`config.mk`:
```
export PLATFORM = sky130hd
export DESIGN_NAME = rle_frame_packetizer_crc16_unit
export DESIGN_NICKNAME = d
export VERILOG_FILES = /design/src/hw/rtl/rfp_pkg.sv /design/src/hw/rtl/rle_frame_packetizer_crc16_unit.sv /design/src/hw/rtl/rfp_front.sv /design/src/hw/rtl/rfp_queue.sv /design/src/hw/rtl/rfp_back.sv
export SDC_FILE = /design/constraint.sdc
export NUM_CORES = 1
export LEC_CHECK = 0
export ABC_CLOCK_PERIOD_IN_PS = 4740
export BUFFER_PORTS_ARGS = -buffer_cell sky130_fd_sc_hd__buf_4
export CORE_MARGIN = 2
export CORE_UTILIZATION = 60
export DETAILED_ROUTE_END_ITERATION = 7
export PLACE_DENSITY = 0.78
export SKIP_CTS_REPAIR_TIMING = 1
export SYNTH_ARGS = -nofsm -noshare
export SYNTH_HDL_FRONTEND = slang
export SYNTH_SLANG_ARGS = --single-unit
```
`constraint.sdc`:
```
create_clock -name clk -period 4.74 [get_ports clk]
set_clock_uncertainty 0.05 [all_clocks]
set_input_delay 0.948 -clock clk [delete_from_list [all_inputs] [get_ports clk]]
set_output_delay 0.948 -clock clk [all_outputs]
set_load 0.005 [all_outputs]
```
`src/hw/rtl/rfp_pkg.sv`:
```
// ----------------------------------------------------------------------------
// rfp_pkg
// Shared types, constants and the CRC byte update for the RLE packet framer.
// ----------------------------------------------------------------------------
package rfp_pkg;

    localparam logic [7:0]  SYNC_A   = 8'hAA;
    localparam logic [7:0]  SYNC_B   = 8'h55;
    localparam logic [7:0]  PKT_TYPE = 8'h02;
    localparam logic [15:0] CRC_POLY = 16'h1021;
    localparam logic [15:0] CRC_INIT = 16'hFFFF;
    localparam logic [15:0] CRC_TOP  = 16'h8000;
    localparam logic [7:0]  RUN_CAP  = 8'd255;

    // Byte slots of one command, in the order they go out on the wire.
    localparam int NUM_SLOTS = 12;

    typedef enum logic [3:0] {
        SLOT_SYNC_A  = 4'd0,
        SLOT_SYNC_B  = 4'd1,
        SLOT_TYPE    = 4'd2,
        SLOT_LEN_LO  = 4'd3,
        SLOT_LEN_HI  = 4'd4,
        SLOT_PAL     = 4'd5,
        SLOT_A_CNT   = 4'd6,
        SLOT_A_VAL   = 4'd7,
        SLOT_B_CNT   = 4'd8,
        SLOT_B_VAL   = 4'd9,
        SLOT_CRC_LO  = 4'd10,
        SLOT_CRC_HI  = 4'd11
    } slot_t;

    // Work for the back end caused by one accepted pixel.
    typedef struct packed {
        logic        hdr;
        logic [15:0] len;
        logic [7:0]  pal;
        logic        pair_a;
        logic [7:0]  a_cnt;
        logic [7:0]  a_val;
        logic        pair_b;
        logic [7:0]  b_cnt;
        logic [7:0]  b_val;
        logic        crc;
    } cmd_t;

    function automatic logic [15:0] crc_byte(input logic [15:0] c, input logic [7:0] b);
        logic [15:0] x;
        x = c ^ {b, 8'h00};
        for (int k = 0; k < 8; k++)
        begin
            if ((x & CRC_TOP) != 16'h0000)
                x = {x[14:0], 1'b0} ^ CRC_POLY;
            else
                x = {x[14:0], 1'b0};
        end
        return x;
    endfunction

endpackage

```
`src/hw/rtl/rle_frame_packetizer_crc16_unit.sv`:
```
// ----------------------------------------------------------------------------
// rle_frame_packetizer_crc16_unit
// Run-length packet framer with CRC-16/CCITT-FALSE over a byte stream.
// ----------------------------------------------------------------------------
// The bytes caused by a pixel pass through the command queue and then the
// registered output word; m_tvalid rises together with the first of them.
// Throughput: a pixel is taken every cycle while the queue has room; bytes
// leave at one per cycle while the receiver is ready, so a send-pass stream
// in which every pixel ends a run is paced by the single byte emitter, as
// each such pixel causes two bytes.
// Reset: rst_n clears pass and run state, sets the CRC to its initial value,
// empties the queue and drops m_tvalid; palette_index returns to zero.
// ----------------------------------------------------------------------------
module rle_frame_packetizer_crc16_unit #(
    parameter int QUEUE_DEPTH = 4
) (
    input  logic       clk,
    input  logic       rst_n,

    // Configuration: palette_index, written whenever cfg_wr_en is high.
    input  logic       cfg_wr_en,
    input  logic [7:0] cfg_wr_data,

    // Pixel input.
    input  logic       s_tvalid,
    output logic       s_tready,
    input  logic [7:0] s_tdata,     // [7:0] pixel
    input  logic       s_tuser,     // [0] func (0 measure pass, 1 send pass)
    input  logic       s_tlast,     // last_pixel

    // Packet byte output.
    output logic       m_tvalid,
    input  logic       m_tready,
    output logic [7:0] m_tdata,     // [7:0] out_byte
    output logic       m_tuser,     // [0] end_of_group
    output logic       m_tlast      // end_of_packet
);
    import rfp_pkg::*;

    // The front end follows runs across both passes. Each pixel that causes
    // bytes leaves one command in the queue: an optional header, up to two
    // count,value pairs (the run this pixel closes and, on the last pixel,
    // the run it ends in) and an optional CRC trailer.
    logic  push_valid, push_ready;
    cmd_t  push_data;
    logic  head_valid, head_pop;
    cmd_t  head_data;

    rfp_front u_front (
        .clk         (clk),
        .rst_n       (rst_n),
        .cfg_wr_en   (cfg_wr_en),
        .cfg_wr_data (cfg_wr_data),
        .pix_valid   (s_tvalid),
        .pix_send    (s_tuser),
        .pix_value   (s_tdata),
        .pix_last    (s_tlast),
        .pix_ready   (s_tready),
        .cmd_valid   (push_valid),
        .cmd_data    (push_data),
        .cmd_ready   (push_ready)
    );

    // The queue lets the front keep taking pixels while the back end is
    // still sending a header or is held by the downstream side.
    rfp_queue #(
        .DEPTH (QUEUE_DEPTH)
    ) u_queue (
        .clk       (clk),
        .rst_n     (rst_n),
        .push      (push_valid),
        .push_data (push_data),
        .not_full  (push_ready),
        .not_empty (head_valid),
        .head_data (head_data),
        .pop       (head_pop)
    );

    // The back end sends the bytes of each command in wire order and runs
    // the CRC over the type, length, palette and run bytes.
    rfp_back u_back (
        .clk       (clk),
        .rst_n     (rst_n),
        .cmd_valid (head_valid),
        .cmd_data  (head_data),
        .cmd_pop   (head_pop),
        .m_valid   (m_tvalid),
        .m_ready   (m_tready),
        .m_byte    (m_tdata),
        .m_eog     (m_tuser),
        .m_eop     (m_tlast)
    );

endmodule

```
`src/hw/rtl/rfp_front.sv`:
```
// ----------------------------------------------------------------------------
// rfp_front
// Takes pixels, tracks runs and the run total, and turns each pixel that
// causes bytes into a command for the byte emitter.
// ----------------------------------------------------------------------------
module rfp_front (
    input  logic               clk,
    input  logic               rst_n,
    input  logic               cfg_wr_en,
    input  logic [7:0]         cfg_wr_data,
    input  logic               pix_valid,
    input  logic               pix_send,
    input  logic [7:0]         pix_value,
    input  logic               pix_last,
    output logic               pix_ready,
    output logic               cmd_valid,
    output rfp_pkg::cmd_t      cmd_data,
    input  logic               cmd_ready
);
    import rfp_pkg::*;

    logic        pass_open_reg, pass_open_next;
    logic [7:0]  run_value_reg, run_value_next;
    logic [7:0]  run_length_reg, run_length_next;
    logic [15:0] run_total_reg, run_total_next;
    logic [7:0]  palette_reg;
    logic        accept;
    cmd_t        cmd;

    // The queue must have room even for pixels that cause no bytes.
    assign pix_ready = cmd_ready;
    assign accept    = pix_valid && cmd_ready;

    always_comb
    begin
        cmd             = '0;
        pass_open_next  = pass_open_reg;
        run_value_next  = run_value_reg;
        run_length_next = run_length_reg;
        run_total_next  = run_total_reg;

        if (pass_open_reg)
        begin
            if (pix_value == run_value_reg && run_length_reg < RUN_CAP)
            begin
                run_length_next = run_length_reg + 8'd1;
            end
            else
            begin
                if (pix_send)
                begin
                    cmd.pair_a = 1'b1;
                    cmd.a_cnt  = run_length_reg;
                    cmd.a_val  = run_value_reg;
                end
                else
                begin
                    run_total_next = run_total_reg + 16'd1;
                end
                run_value_next  = pix_value;
                run_length_next = 8'd1;
            end
        end
        else
        begin
            pass_open_next = 1'b1;
            if (pix_send)
            begin
                cmd.hdr = 1'b1;
                cmd.len = {run_total_reg[14:0], 1'b1};
                cmd.pal = palette_reg;
            end
            else
            begin
                run_total_next = 16'd0;
            end
            run_value_next  = pix_value;
            run_length_next = 8'd1;
        end

        if (pix_last)
        begin
            if (pix_send)
            begin
                cmd.pair_b = 1'b1;
                cmd.b_cnt  = run_length_next;
                cmd.b_val  = run_value_next;
                cmd.crc    = 1'b1;
            end
            else
            begin
                run_total_next = run_total_next + 16'd1;
            end
            pass_open_next  = 1'b0;
            run_length_next = 8'd0;
        end
    end

    assign cmd_data  = cmd;
    assign cmd_valid = accept && (cmd.hdr || cmd.pair_a || cmd.pair_b);

    always_ff @(posedge clk or negedge rst_n)
    begin
        if (!rst_n)
        begin
            pass_open_reg  <= 1'b0;
            run_value_reg  <= 8'd0;
            run_length_reg <= 8'd0;
            run_total_reg  <= 16'd0;
            palette_reg    <= 8'd0;
        end
        else
        begin
            if (accept)
            begin
                pass_open_reg  <= pass_open_next;
                run_value_reg  <= run_value_next;
                run_length_reg <= run_length_next;
                run_total_reg  <= run_total_next;
            end
            if (cfg_wr_en)
                palette_reg <= cfg_wr_data;
        end
    end

endmodule

```
`src/hw/rtl/rfp_queue.sv`:
```
// ----------------------------------------------------------------------------
// rfp_queue
// Small first-in first-out queue of commands between front and back end.
// ----------------------------------------------------------------------------
module rfp_queue #(
    parameter int DEPTH = 4
) (
    input  logic           clk,
    input  logic           rst_n,
    input  logic           push,
    input  rfp_pkg::cmd_t  push_data,
    output logic           not_full,
    output logic           not_empty,
    output rfp_pkg::cmd_t  head_data,
    input  logic           pop
);
    import rfp_pkg::*;

    localparam int AW = (DEPTH > 1) ? $clog2(DEPTH) : 1;
    localparam int CW = $clog2(DEPTH + 1);
    localparam logic [AW-1:0] LAST_IDX = AW'(DEPTH - 1);

    cmd_t          entry_reg [DEPTH];
    logic [AW-1:0] wr_ptr_reg, rd_ptr_reg;
    logic [CW-1:0] count_reg;
    logic          do_push, do_pop;

    assign not_full  = (count_reg != CW'(DEPTH));
    assign not_empty = (count_reg != '0);
    assign head_data = entry_reg[rd_ptr_reg];
    assign do_push   = push && not_full;
    assign do_pop    = pop && not_empty;

    always_ff @(posedge clk)
    begin
        if (do_push)
            entry_reg[wr_ptr_reg] <= push_data;
    end

    always_ff @(posedge clk or negedge rst_n)
    begin
        if (!rst_n)
        begin
            wr_ptr_reg <= '0;
            rd_ptr_reg <= '0;
            count_reg  <= '0;
        end
        else
        begin
            if (do_push)
                wr_ptr_reg <= (wr_ptr_reg == LAST_IDX) ? '0 : wr_ptr_reg + 1'b1;
            if (do_pop)
                rd_ptr_reg <= (rd_ptr_reg == LAST_IDX) ? '0 : rd_ptr_reg + 1'b1;
            if (do_push && !do_pop)
                count_reg <= count_reg + 1'b1;
            else if (do_pop && !do_push)
                count_reg <= count_reg - 1'b1;
        end
    end

endmodule

```
`src/hw/rtl/rfp_back.sv`:
```
// ----------------------------------------------------------------------------
// rfp_back
// Walks the byte slots of each command, one byte a cycle unless the output
// stalls, keeps the running CRC and drives the registered output word.
// ----------------------------------------------------------------------------
module rfp_back (
    input  logic           clk,
    input  logic           rst_n,
    input  logic           cmd_valid,
    input  rfp_pkg::cmd_t  cmd_data,
    output logic           cmd_pop,
    output logic           m_valid,
    input  logic           m_ready,
    output logic [7:0]     m_byte,
    output logic           m_eog,
    output logic           m_eop
);
    import rfp_pkg::*;

    logic [NUM_SLOTS-1:0] remaining_reg, remaining_next;
    logic                 busy_reg, busy_next;
    logic [15:0]          crc_reg, crc_next;
    logic                 valid_reg;
    logic [7:0]           byte_reg;
    logic                 eog_reg, eop_reg;

    logic [NUM_SLOTS-1:0] head_mask, rem, low_bit, rem_after;
    slot_t                slot;
    logic [7:0]           cur_byte;
    logic                 emit;

    // Slots present in the command at the head of the queue.
    always_comb
    begin
        head_mask = '0;
        head_mask[SLOT_SYNC_A] = cmd_data.hdr;
        head_mask[SLOT_SYNC_B] = cmd_data.hdr;
        head_mask[SLOT_TYPE]   = cmd_data.hdr;
        head_mask[SLOT_LEN_LO] = cmd_data.hdr;
        head_mask[SLOT_LEN_HI] = cmd_data.hdr;
        head_mask[SLOT_PAL]    = cmd_data.hdr;
        head_mask[SLOT_A_CNT]  = cmd_data.pair_a;
        head_mask[SLOT_A_VAL]  = cmd_data.pair_a;
        head_mask[SLOT_B_CNT]  = cmd_data.pair_b;
        head_mask[SLOT_B_VAL]  = cmd_data.pair_b;
        head_mask[SLOT_CRC_LO] = cmd_data.crc;
        head_mask[SLOT_CRC_HI] = cmd_data.crc;
    end

    assign rem       = busy_reg ? remaining_reg : head_mask;
    assign low_bit   = rem & (~rem + 1'b1);
    assign rem_after = rem & ~low_bit;
    assign emit      = cmd_valid && (!valid_reg || m_ready);
    assign cmd_pop   = emit && (rem_after == '0);

    always_comb
    begin
        slot = SLOT_SYNC_A;
        for (int i = NUM_SLOTS - 1; i >= 0; i--)
        begin
            if (rem[i])
                slot = slot_t'(i[3:0]);
        end
    end

    always_comb
    begin
        case (slot)
            SLOT_SYNC_A: cur_byte = SYNC_A;
            SLOT_SYNC_B: cur_byte = SYNC_B;
            SLOT_TYPE:   cur_byte = PKT_TYPE;
            SLOT_LEN_LO: cur_byte = cmd_data.len[7:0];
            SLOT_LEN_HI: cur_byte = cmd_data.len[15:8];
            SLOT_PAL:    cur_byte = cmd_data.pal;
            SLOT_A_CNT:  cur_byte = cmd_data.a_cnt;
            SLOT_A_VAL:  cur_byte = cmd_data.a_val;
            SLOT_B_CNT:  cur_byte = cmd_data.b_cnt;
            SLOT_B_VAL:  cur_byte = cmd_data.b_val;
            SLOT_CRC_LO: cur_byte = crc_reg[7:0];
            SLOT_CRC_HI: cur_byte = crc_reg[15:8];
            default:     cur_byte = 8'h00;
        endcase
    end

    always_comb
    begin
        remaining_next = remaining_reg;
        busy_next      = busy_reg;
        crc_next       = crc_reg;
        if (emit)
        begin
            remaining_next = rem_after;
            busy_next      = (rem_after != '0);
            // The packet type opens the CRC; the sync and CRC bytes leave it alone.
            if (slot == SLOT_TYPE)
                crc_next = crc_byte(CRC_INIT, cur_byte);
            else if (slot != SLOT_SYNC_A && slot != SLOT_SYNC_B &&
                     slot != SLOT_CRC_LO && slot != SLOT_CRC_HI)
                crc_next = crc_byte(crc_reg, cur_byte);
        end
    end

    always_ff @(posedge clk or negedge rst_n)
    begin
        if (!rst_n)
        begin
            remaining_reg <= '0;
            busy_reg      <= 1'b0;
            crc_reg       <= CRC_INIT;
            valid_reg     <= 1'b0;
        end
        else
        begin
            remaining_reg <= remaining_next;
            busy_reg      <= busy_next;
            crc_reg       <= crc_next;
            if (emit)
                valid_reg <= 1'b1;
            else if (m_ready)
                valid_reg <= 1'b0;
        end
    end

    always_ff @(posedge clk)
    begin
        if (emit)
        begin
            byte_reg <= cur_byte;
            eog_reg  <= (rem_after == '0);
            eop_reg  <= (slot == SLOT_CRC_HI);
        end
    end

    assign m_valid = valid_reg;
    assign m_byte  = byte_reg;
    assign m_eog   = eog_reg;
    assign m_eop   = eop_reg;

endmodule

```
Word level (Yosys, flattened, before mapping). Memory sizes are Yosys's and may differ from the RTL's. Cells that the tools add are included.

Add/subtract/negate cells: 8. $mul: 0. Divide/modulo/power cells: 0. Magnitude comparators: 1. Equal/unequal tests: 18. Shifts and indexed selects: 0. Mux-type cells: 94. Bitwise operators: 22. Reductions and logical operators: 27.

Operator list (count): 16-bit 2-to-1 mux (43); 13-bit 2-to-1 mux (16); 8-bit one-hot mux with 12 select lines (1); 17-bit 2-to-1 mux (3); 25-bit 2-to-1 mux (2); 4-bit 2-to-1 mux (12); 3-bit NOT (16); 8-bit 2-to-1 mux (5); 18-bit 2-to-1 mux (2); 16-bit by 1-bit adder with 16-bit output, second input constant (2); 12-bit bitwise AND (2); 12-bit NOT (2); 4-bit by 3-bit == test with 1-bit output, second input constant (4); 4-bit == test, second input constant (4); 16-bit NOT (1); 16-bit XOR (1); 12-bit by 1-bit adder with 12-bit output, second input constant (1); 1-bit logical AND (12); 12-bit zero test (1); 12-bit 2-to-1 mux (1); 12-bit nonzero test (1); 8-bit by 1-bit adder with 8-bit output, second input constant (1); 4-bit by 2-bit == test with 1-bit output, second input constant (2); 8-bit == test (1); 19 further kinds (34).

Register bits: 88. Bits in latches: 0. Bits in writable memories: 240. Memory bits (read-only): 0. Input bits: 23. Output and inout bits: 12. Word-level logic and storage cells: 186. Memories: 1.

Memory list: u_queue.entry_reg (words 4, width 60, rd ports 1, clocked after Yosys merged registers in 0, wr ports 1, RTL line rfp_queue.sv:23) `cmd_t entry_reg [DEPTH];`.

Depth between registers and ports, before layout. Gate-level depths: netlist (run 1). An unclocked memory read counts as a cell.

Word-level depth: 56. Depth in mapped cells: 17. Gate-level depth less buffers: 15.

Modules after synthesis. Synthesis (run 1) repeated with hierarchy kept, for this count alone.

Cell total of the unflattened synthesis: 1047. Area, all modules: 15263.4 µm².

By module, submodules not included: rfp_queue (times used 1, cells an instance 350, area each 9081.2 µm², sequential area each 7382.1 µm²); rfp_front (times used 1, cells an instance 374, area each 3216.8 µm², sequential area each 1001.0 µm²); rfp_back (times used 1, cells an instance 323, area each 2965.3 µm², sequential area each 1046.0 µm²).

Worst setup path before layout (run 1). Ideal clock, no wire load.

Path type: input -> register. Start point: input s_tdata[7]. End point: memory u_queue.entry_reg[0][10] (netlist bit) (enable). Setup time: 0.422 ns. Arrival time: 3.570 ns. Required time: 4.268 ns. Path slack: 0.698 ns. Stages on the path: 6. Path buffers: 1. Cells stage by stage: xnor2_1 -> nand4_1 -> nor3_2 -> clkbuf_1 -> a311oi_1 -> and2_1.

Cells in the longest elaborated chain, start to end: 10.

RTL lines: from (decl) (RTL line rle_frame_packetizer_crc16_unit.sv:27) `input logic [7:0] s_tdata,`; 8-bit == test (RTL line rfp_front.sv:44) `if (pix_value == run_value_reg && run_length_reg < RUN_CAP)`; 1-bit logical AND (RTL line rfp_front.sv:44); 17-bit 2-to-1 mux (RTL line rfp_front.sv:44); 17-bit 2-to-1 mux (RTL line rfp_front.sv:42) `if (pass_open_reg)`; 1-bit logical OR (2 in series) (RTL line rfp_front.sv:100) `assign cmd_valid = accept && (cmd.hdr || cmd.pair_a || cmd.pair_b);`; 1-bit logical AND (RTL line rfp_front.sv:100); 1-bit logical AND (RTL line rfp_queue.sv:31) `assign do_push = push && not_full;`; named net u_queue.do_push (RTL line rfp_queue.sv:26) `logic do_push, do_pop;`; 1-bit 2-to-1 mux (RTL line rfp_queue.sv:36) `if (do_push)`; 1-bit 2-to-1 mux (not written as such) (RTL line rfp_queue.sv:37) `entry_reg[wr_ptr_reg] <= push_data;`; to (decl) (RTL line rfp_queue.sv:23).

The timed path passes the listed nets, and every way through them passes these cells.

Final worst setup path (run 1).
Start point: register u_queue.rd_ptr_reg[0]. End point: register u_back.crc_reg[7].

Elaborated cells between the ends (all ways): 95. Classes of those cells: 14 x eq/ne; 67 x mux; 6 x bitwise; 7 x reduce/logical; 1 x memory.

RTL lines: from (decl) (RTL line rfp_queue.sv:24) `logic [AW-1:0] wr_ptr_reg, rd_ptr_reg;`; from (signal assigned) (RTL line rfp_queue.sv:53) `rd_ptr_reg <= (rd_ptr_reg == LAST_IDX) ? '0 : rd_ptr_reg + 1'b1;`; memory read 4 x 60 bit *; 12-bit 2-to-1 mux (RTL line rfp_back.sv:50) `assign rem = busy_reg ? remaining_reg : head_mask;`; 4-bit 2-to-1 mux (12 in series) (RTL line rfp_back.sv:61) `if (rem[i])`; 4-bit == test, or another cell as far along (RTL line rfp_back.sv:68) `case (slot)`; 8-bit one-hot mux with 12 select lines * (RTL line rfp_back.sv:68); named net u_back.cur_byte[6] (RTL line rfp_back.sv:29) `logic [7:0] cur_byte;`; 16-bit XOR (RTL line rfp_pkg.sv:49) `x = c ^ {b, 8'h00};`; 16-bit 2-to-1 mux (RTL line rfp_back.sv:97) `else if (slot != SLOT_SYNC_A && slot != SLOT_SYNC_B &&`; [18 not listed]; 16-bit 2-to-1 mux (RTL line rfp_back.sv:90) `if (emit)`; 13-bit 2-to-1 mux (RTL line rfp_pkg.sv:52) `if ((x & CRC_TOP) != 16'h0000)`; 16-bit 2-to-1 mux (RTL line rfp_back.sv:97); 16-bit 2-to-1 mux (RTL line rfp_back.sv:95) `if (slot == SLOT_TYPE)`; 16-bit 2-to-1 mux (RTL line rfp_back.sv:90); 13-bit 2-to-1 mux (RTL line rfp_pkg.sv:52); 16-bit 2-to-1 mux (RTL line rfp_back.sv:97); 16-bit 2-to-1 mux * (RTL line rfp_back.sv:95); to (signal assigned) (RTL line rfp_back.sv:116) `crc_reg <= crc_next;`; to (decl) (RTL line rfp_back.sv:22) `logic [15:0] crc_reg, crc_next;`.

Mark *: on every way through the listed nets, which the timed path passes. The rest lies on a longest branch. The select of a mux whose other input is x is not followed. A chain may end at the register's enable or synchronous reset.

==> results of run 1 <==
-- cells in the final DEF, fill, tap and decap left out, types with 35 or more instances in the layout --
| cell | n |
|---|---|
| edfxtp_1 | 242 |
| nand2_1 | 78 |
| o21ai_0 | 61 |
| dfrtp_1 | 58 |
| mux4_2 | 56 |
| nor2_1 | 54 |
| buf_4 | 54 |
| and3_1 | 40 |
| xnor2_1 | 38 |
| clkbuf_16 | 35 |
-- cells by family after synthesis --
family | after synthesis | synth area share (%)
flops | 318 | 62.53
simple gates | 286 | 10.19
compound gates | 188 | 9.128
mux | 91 | 11.21
buf+inv | 68 | 2.069
xor+xnor | 56 | 3.806
fa+ha+maj | 12 | 1.056
-- tightest hold or removal path, delay by kind of cell (launching register included) --
family             cells  cell delay (ns)
DFF                    1             0.34
and+or+nand+nor        1             0.04
AOI/OAI and AO/OA      1             0.06
-- through the flow --
| step | instance area (µm²) | instances | total power, W |
|---|---|---|---|
| after global placement | 15380 | 1351 | 0.009510 |
| after floorplan | 14690 | 1019 | 0.008273 |
| after CTS | 16480 | 1413 | 0.01229 |
| after global routing | 16480 | 1413 | 0.01291 |
| final | 16480 | 1413 | 0.01230 |
| after detailed placement | 15380 | 1351 | 0.009646 |
-- area by class of cell --
type / instances / area (µm²) / share of cell area (%)
clock buffer: 45 / 943.4 / 5.723
clock inverter: 17 / 161.4 / 0.9791
inverter: 17 / 63.81 / 0.3871
multi-input combinational: 633 / 5211 / 31.61
sequential: 318 / 9194 / 55.77
tap: 324 / 405.4 / 2.459
timing repair buffer: 59 / 505.5 / 3.066
-- power groups by stage --
stage	clock, W	sequential, W	combinational (W)
after floorplan	0	0.00389	0.00438
after global placement	0	0.00403	0.00547
after detailed placement	0	0.00406	0.00559
after CTS	0.00263	0.00402	0.00564
after global routing	0.00274	0.00407	0.00610
final	0.00260	0.00402	0.00568
-- routing by layer --
layer / global-route usage (%) / up-vias / part of all wire (%)
met1: 38.16 / 4511 / 41
met3: 4.933 / 93 / 7.5
met4: 9.173 / 2 / 3.3
met2: 42.07 / 437 / 48
li1: - / 4032 / -
met5: 0 / - / 0.039
-- how the worst max path moves through the flow --
| stage | slack [ns] | startpoint | cells after the start | end |
|---|---|---|---|---|
| 6_report | 0.45 | u_queue.rd_ptr_reg[0] | 11 | u_back.crc_reg[7] |
| 5_1_grt | 0.27 | u_queue.rd_ptr_reg[0] | 11 | u_back.crc_reg[7] |
| 4_1_cts | 0.50 | u_queue.rd_ptr_reg[0] | 11 | u_back.crc_reg[7] |
| 3_5_place_dp | 0.55 | u_queue.rd_ptr_reg[0] | 11 | u_back.crc_reg[7] |
| 3_3_place_gp | 0.57 | u_queue.rd_ptr_reg[0] | 11 | u_back.crc_reg[7] |
| 2_1_floorplan | 0.70 | s_tdata[7] | 6 | u_queue.entry_reg[0][10] |
==> impl_metrics.tcl, run 1 <==
set metrics [dict create \
    hold_slack_ns 0.4319 \
    r2r-start "u_queue.rd_ptr_reg[0]" \
    holdPathStages 2 \
    nFillCells 1642 \
    clkSinkCount 318 \
    clk_pin_slew_ns 0.06 \
    routedWlPerCell_um 23.54 \
    holdPathEnd "u_front.run_total_reg[10]" \
    drtIter0Drc 1212 \
    drc_errors 0 \
    crit_type "flip-flop to flip-flop" \
    pre_cts_ws_ns 0.5525 \
    end_kind "flip-flop" \
    cts_tree "yes" \
    cp_max_fo 24 \
    netlist.top_cell.by_area "edfxtp_1" \
    netlist.area_leader.share_pct 49.46 \
    syn-num-nets 1053 \
    rsz0062_at_grt "no" \
    syn_area_per_cell_um2 14.42 \
    area_growth_pct 12.19 \
    ys_top_cells_by_area "edfxtp_1, dfrtp_1, mux4_2" \
    cts_root_buf "clkbuf_16" \
    yosysMostFrequentCell "edfxtp_1" \
    required_ns 5.12 \
    postRouteAntennaNets 0 \
    setup_viol 0 \
    largest_reg_flops 232 \
    clockBufferDepth 3 \
    setup_tns_ns 0 \
    peakVddDrop_mv 0.6882 \
    seq_power_share_pct 32.7 \
    grt_antenna_before_repair 1 \
    maxSlewViolCount 0 \
    nets 1097 \
    swShare_pct 38.06 \
    synthCells 1019 \
    hold_path.class "flip-flop to flip-flop" \
    portBuffers 34 \
    internal_power_w 0.007619 \
    rows 57 \
    cellLeakagePower_nw 5.929 \
    num_antenna_cells 0 \
    cp_slowest_cell "a221o_1" \
    die_area_um2 25760 \
    grt_pass1_wl_um 52720 \
    setup_ws_ns 0.4508 \
    overflow 0 \
    drt-pass1-iter-count 5 \
    cts_buffers 34 \
    detailed_place_hpwl_um 21240 \
    place_congestion 0.9325 \
    vias 9075 \
    cts.htree.levels 2 \
    finalCritPeriodShare_pct 90.49 \
    coreArea_um2 24180 \
    clock_latency_ns 0.52 \
    postLayoutCoreUtil_pct 68.18 \
    syn_area_um2 14690 \
    synth_commonest_cells "edfxtp_1, nand2_1, o21ai_0" \
    synthArstFlopShare_pct 23.90 \
    cp.arrival_ns 4.67 \
    synth_cell_types 91 \
    hold_viol_final 0 \
    r2r_cells 11 \
    io_pins 35 \
    clkPwrFrac_pct 21.1 \
    drive_gt1_share_pct 22.96 \
    ff2ff_setup_slack_ns 0.45 \
    die_y_um 160.5 \
    path_buf_inv 0 \
    worst_slew_pin_slew_ns 1.039 \
    die_w_um 160.5 \
    initial_utilization_pct 60.78 \
    power_frac_comb_pct 46.2 \
    max_freq_mhz 233.1 \
    yosysWarnings 0 \
    synth_edf_count 242 \
    vias_per_cell 6.423 \
    grt_max_degree 77 \
    critPathTopFamily "compound AO/OA/AOI/OAI gates" \
    grt_pass1_vias 9020 \
    status "finished, final reports clean" \
    worstSetupStartpointType "flip-flop" \
    cp_cell_sequence "and2b_4 -> a22oi_2 -> a221o_1 -> nand2_1 -> nor2_1 -> a221oi_1 -> o211ai_2 -> xor2_2 -> xor3_2 -> xnor2_1 -> a21oi_1" \
    min_from "u_front.run_total_reg[10]" \
    relSlewSlack_pct 30.26 \
    r2r_end "u_back.crc_reg[7]" \
    routed_wl_um 33270 \
    synth.ff_latch_count 318 \
    track_usage_pct 26.69 \
    cap_violations 0 \
    yosysSeqAreaShare_pct 62.53 \
    power.switching_w 0.004682 \
    cpPeakStageDelay_ns 0.77 \
    p_per_area_nw_per_um2 746.2 \
    period_needed_ns 4.289 \
    synthFlopType "edfxtp_1" \
]
Note: power is estimated with default switching activity, not from simulation.
==> run 2, diff against run 1 <==
--- a/config.mk
+++ b/config.mk
@@ -8,10 +8,11 @@
 export ABC_CLOCK_PERIOD_IN_PS = 4740
 export BUFFER_PORTS_ARGS = -buffer_cell sky130_fd_sc_hd__buf_4
 export CORE_MARGIN = 2
-export CORE_UTILIZATION = 60
+export CORE_UTILIZATION = 63
 export DETAILED_ROUTE_END_ITERATION = 7
-export PLACE_DENSITY = 0.78
+export PLACE_DENSITY = 0.81
 export SKIP_CTS_REPAIR_TIMING = 1
+export SLEW_MARGIN = 40
 export SYNTH_ARGS = -nofsm -noshare
 export SYNTH_HDL_FRONTEND = slang
 export SYNTH_SLANG_ARGS = --single-unit
==> impl_metrics.tcl, run 2 (synthesis gave the netlist of run 1 again) <==
set metrics [dict create \
    status "complete, but fails checks" \
    violations "design-rule violations" \
    ff2ff_setup_slack_ns 0.86 \
    vias 9089 \
    initial_utilization_pct 64.51 \
    clkPwrFrac_pct 19.8 \
    track_usage_pct 27.97 \
    cts.htree.levels 1 \
    clk_pin_slew_ns 0.06 \
    r2r_end "u_queue.count_reg[1]" \
    worstSetupStartpointType "flip-flop" \
    routed_wl_um 33120 \
    place_congestion 0.9551 \
    cp_common_cell "nand2_1" \
    period_needed_ns 3.885 \
    internal_power_w 0.007481 \
    grt_antenna_before_repair 1 \
    die_area_um2 24560 \
    postRouteAntennaNets 0 \
    cts_buffers 31 \
    rsz0062_at_grt "no" \
    drc_errors 2 \
    clock_latency_ns 0.57 \
    nets 1096 \
    clockBufferDepth 3 \
    required_ns 5.15 \
    max_freq_mhz 257.4 \
    final_cell_mix "edfxtp_1, nand2_1, o21ai_0" \
    peakVddDrop_mv 0.6017 \
    grt_pass1_wl_um 51460 \
    setup_tns_ns 0 \
    maxSlewViolCount 0 \
    r2r_cells 14 \
    swShare_pct 38.39 \
    grt_max_degree 54 \
    finalCritPeriodShare_pct 81.96 \
    overflow 0 \
    power_frac_comb_pct 47.3 \
    hold_viol_final 0 \
    die_y_um 156.7 \
    cp_cell_sequence "buf_4 -> and2b_4 -> a22o_1 -> a2bb2oi_4 -> nand2_1 -> nand2_1 -> nand3_1 -> or3_1 -> a211oi_1 -> nand2_1 -> ha_1 -> inv_1 -> fa_1 -> mux2_2" \
    setup_viol 0 \
    drive_gt1_share_pct 23.11 \
    cts_tree "yes" \
    largest_reg_flops 232 \
    cellLeakagePower_nw 5.883 \
    drt-pass1-iter-count 8 \
    rows 55 \
    worst_slew_pin_slew_ns 0.8441 \
    power.switching_w 0.004661 \
    cpPeakStageDelay_ns 0.41 \
    drtIter0Drc 968 \
    cp_max_fo 23 \
    area_growth_pct 11.50 \
    r2r-start "u_back.busy_reg" \
    vias_per_cell 6.492 \
    coreArea_um2 22780 \
    detailed_place_hpwl_um 21500 \
    p_per_area_nw_per_um2 741.1 \
    cap_violations 0 \
    postLayoutCoreUtil_pct 71.93 \
    cts_root_buf "clkbuf_16" \
    end_kind "flip-flop" \
    crit_type "flip-flop to flip-flop" \
    die_w_um 156.7 \
    cp_slowest_cell "dfrtp_1" \
    final_common_cell "edfxtp_1" \
    grt_pass1_vias 8930 \
    clkSinkCount 318 \
    nFillCells 1429 \
    cp.arrival_ns 4.30 \
    relSlewSlack_pct 43.52 \
    routedWlPerCell_um 23.65 \
    io_pins 35 \
    seq_power_share_pct 32.8 \
    portBuffers 34 \
    hold_path.class "input port to async pin" \
]
run 2: worst max-delay path: cells and delay by family (launching register included):
family          cells  cell delay (ns)
compound gates      3             0.97
mux                 1             0.27
fa+ha+maj           2             0.66
flops               1             0.41
simple gates        6             1.11
buf+inv             2             0.29
run 2: power groups by stage:
stage	Sequential [W]	Combinational, W	Clock (W)
3_5_place_dp	0.00403	0.00562	0
4_1_cts	0.00398	0.00570	0.00241
3_3_place_gp	0.00401	0.00551	0
5_1_grt	0.00404	0.00621	0.00252
6_report	0.00399	0.00575	0.00241
2_1_floorplan	0.00389	0.00438	0
run 2: worst max path at each step:
stage / from / endpoint / slack (ns) / cells after the start
2_1_floorplan: s_tdata[7] / u_queue.entry_reg[0][10] / 0.70 / 6
5_1_grt: u_back.busy_reg / u_queue.count_reg[1] / 0.57 / 14
3_5_place_dp: s_tdata[6] / u_front.run_total_reg[14] / 0.73 / 12
3_3_place_gp: s_tdata[6] / u_front.run_total_reg[14] / 0.80 / 12
4_1_cts: u_back.busy_reg / u_queue.count_reg[1] / 0.83 / 14
6_report: u_back.busy_reg / u_queue.count_reg[1] / 0.86 / 14
run 2: metal layers:
layer  track usage, %  up-vias  share of wire [%]
met4            9.218        0                3.4
met1            38.42     4542                 39
li1                 -     4017                  -
met2            45.63      440                 49
met5                0        -                  0
met3            5.372       90                8.6
run 2: layout make-up:
cell class	instances	area (µm²)	share of cell area, %
Tap cell	313	391.6	2.390
Sequential cell	318	9194	56.12
Inverter	17	63.81	0.3895
Clock inverter	23	207.7	1.268
Timing Repair Buffer	61	520.5	3.177
Clock buffer	34	787.0	4.804
Antenna cell	1	2.502	0.01527
Multi-Input combinational cell	633	5216	31.84
run 2: stage by stage:
stage | instances | cell area (µm²) | worst slack, ns | total power (W) | hold WS [ns]
floorplan | 1019 | 14690 | 0.6979 | 0.008273 | 0.3998
global placement | 1342 | 15380 | 0.7994 | 0.009520 | 0.4173
detailed placement | 1342 | 15380 | 0.7256 | 0.009649 | 0.4185
CTS | 1399 | 16380 | 0.8316 | 0.01210 | 0.3430
global route | 1399 | 16380 | 0.5735 | 0.01277 | 0.3679
finish | 1400 | 16380 | 0.8552 | 0.01214 | 0.3190
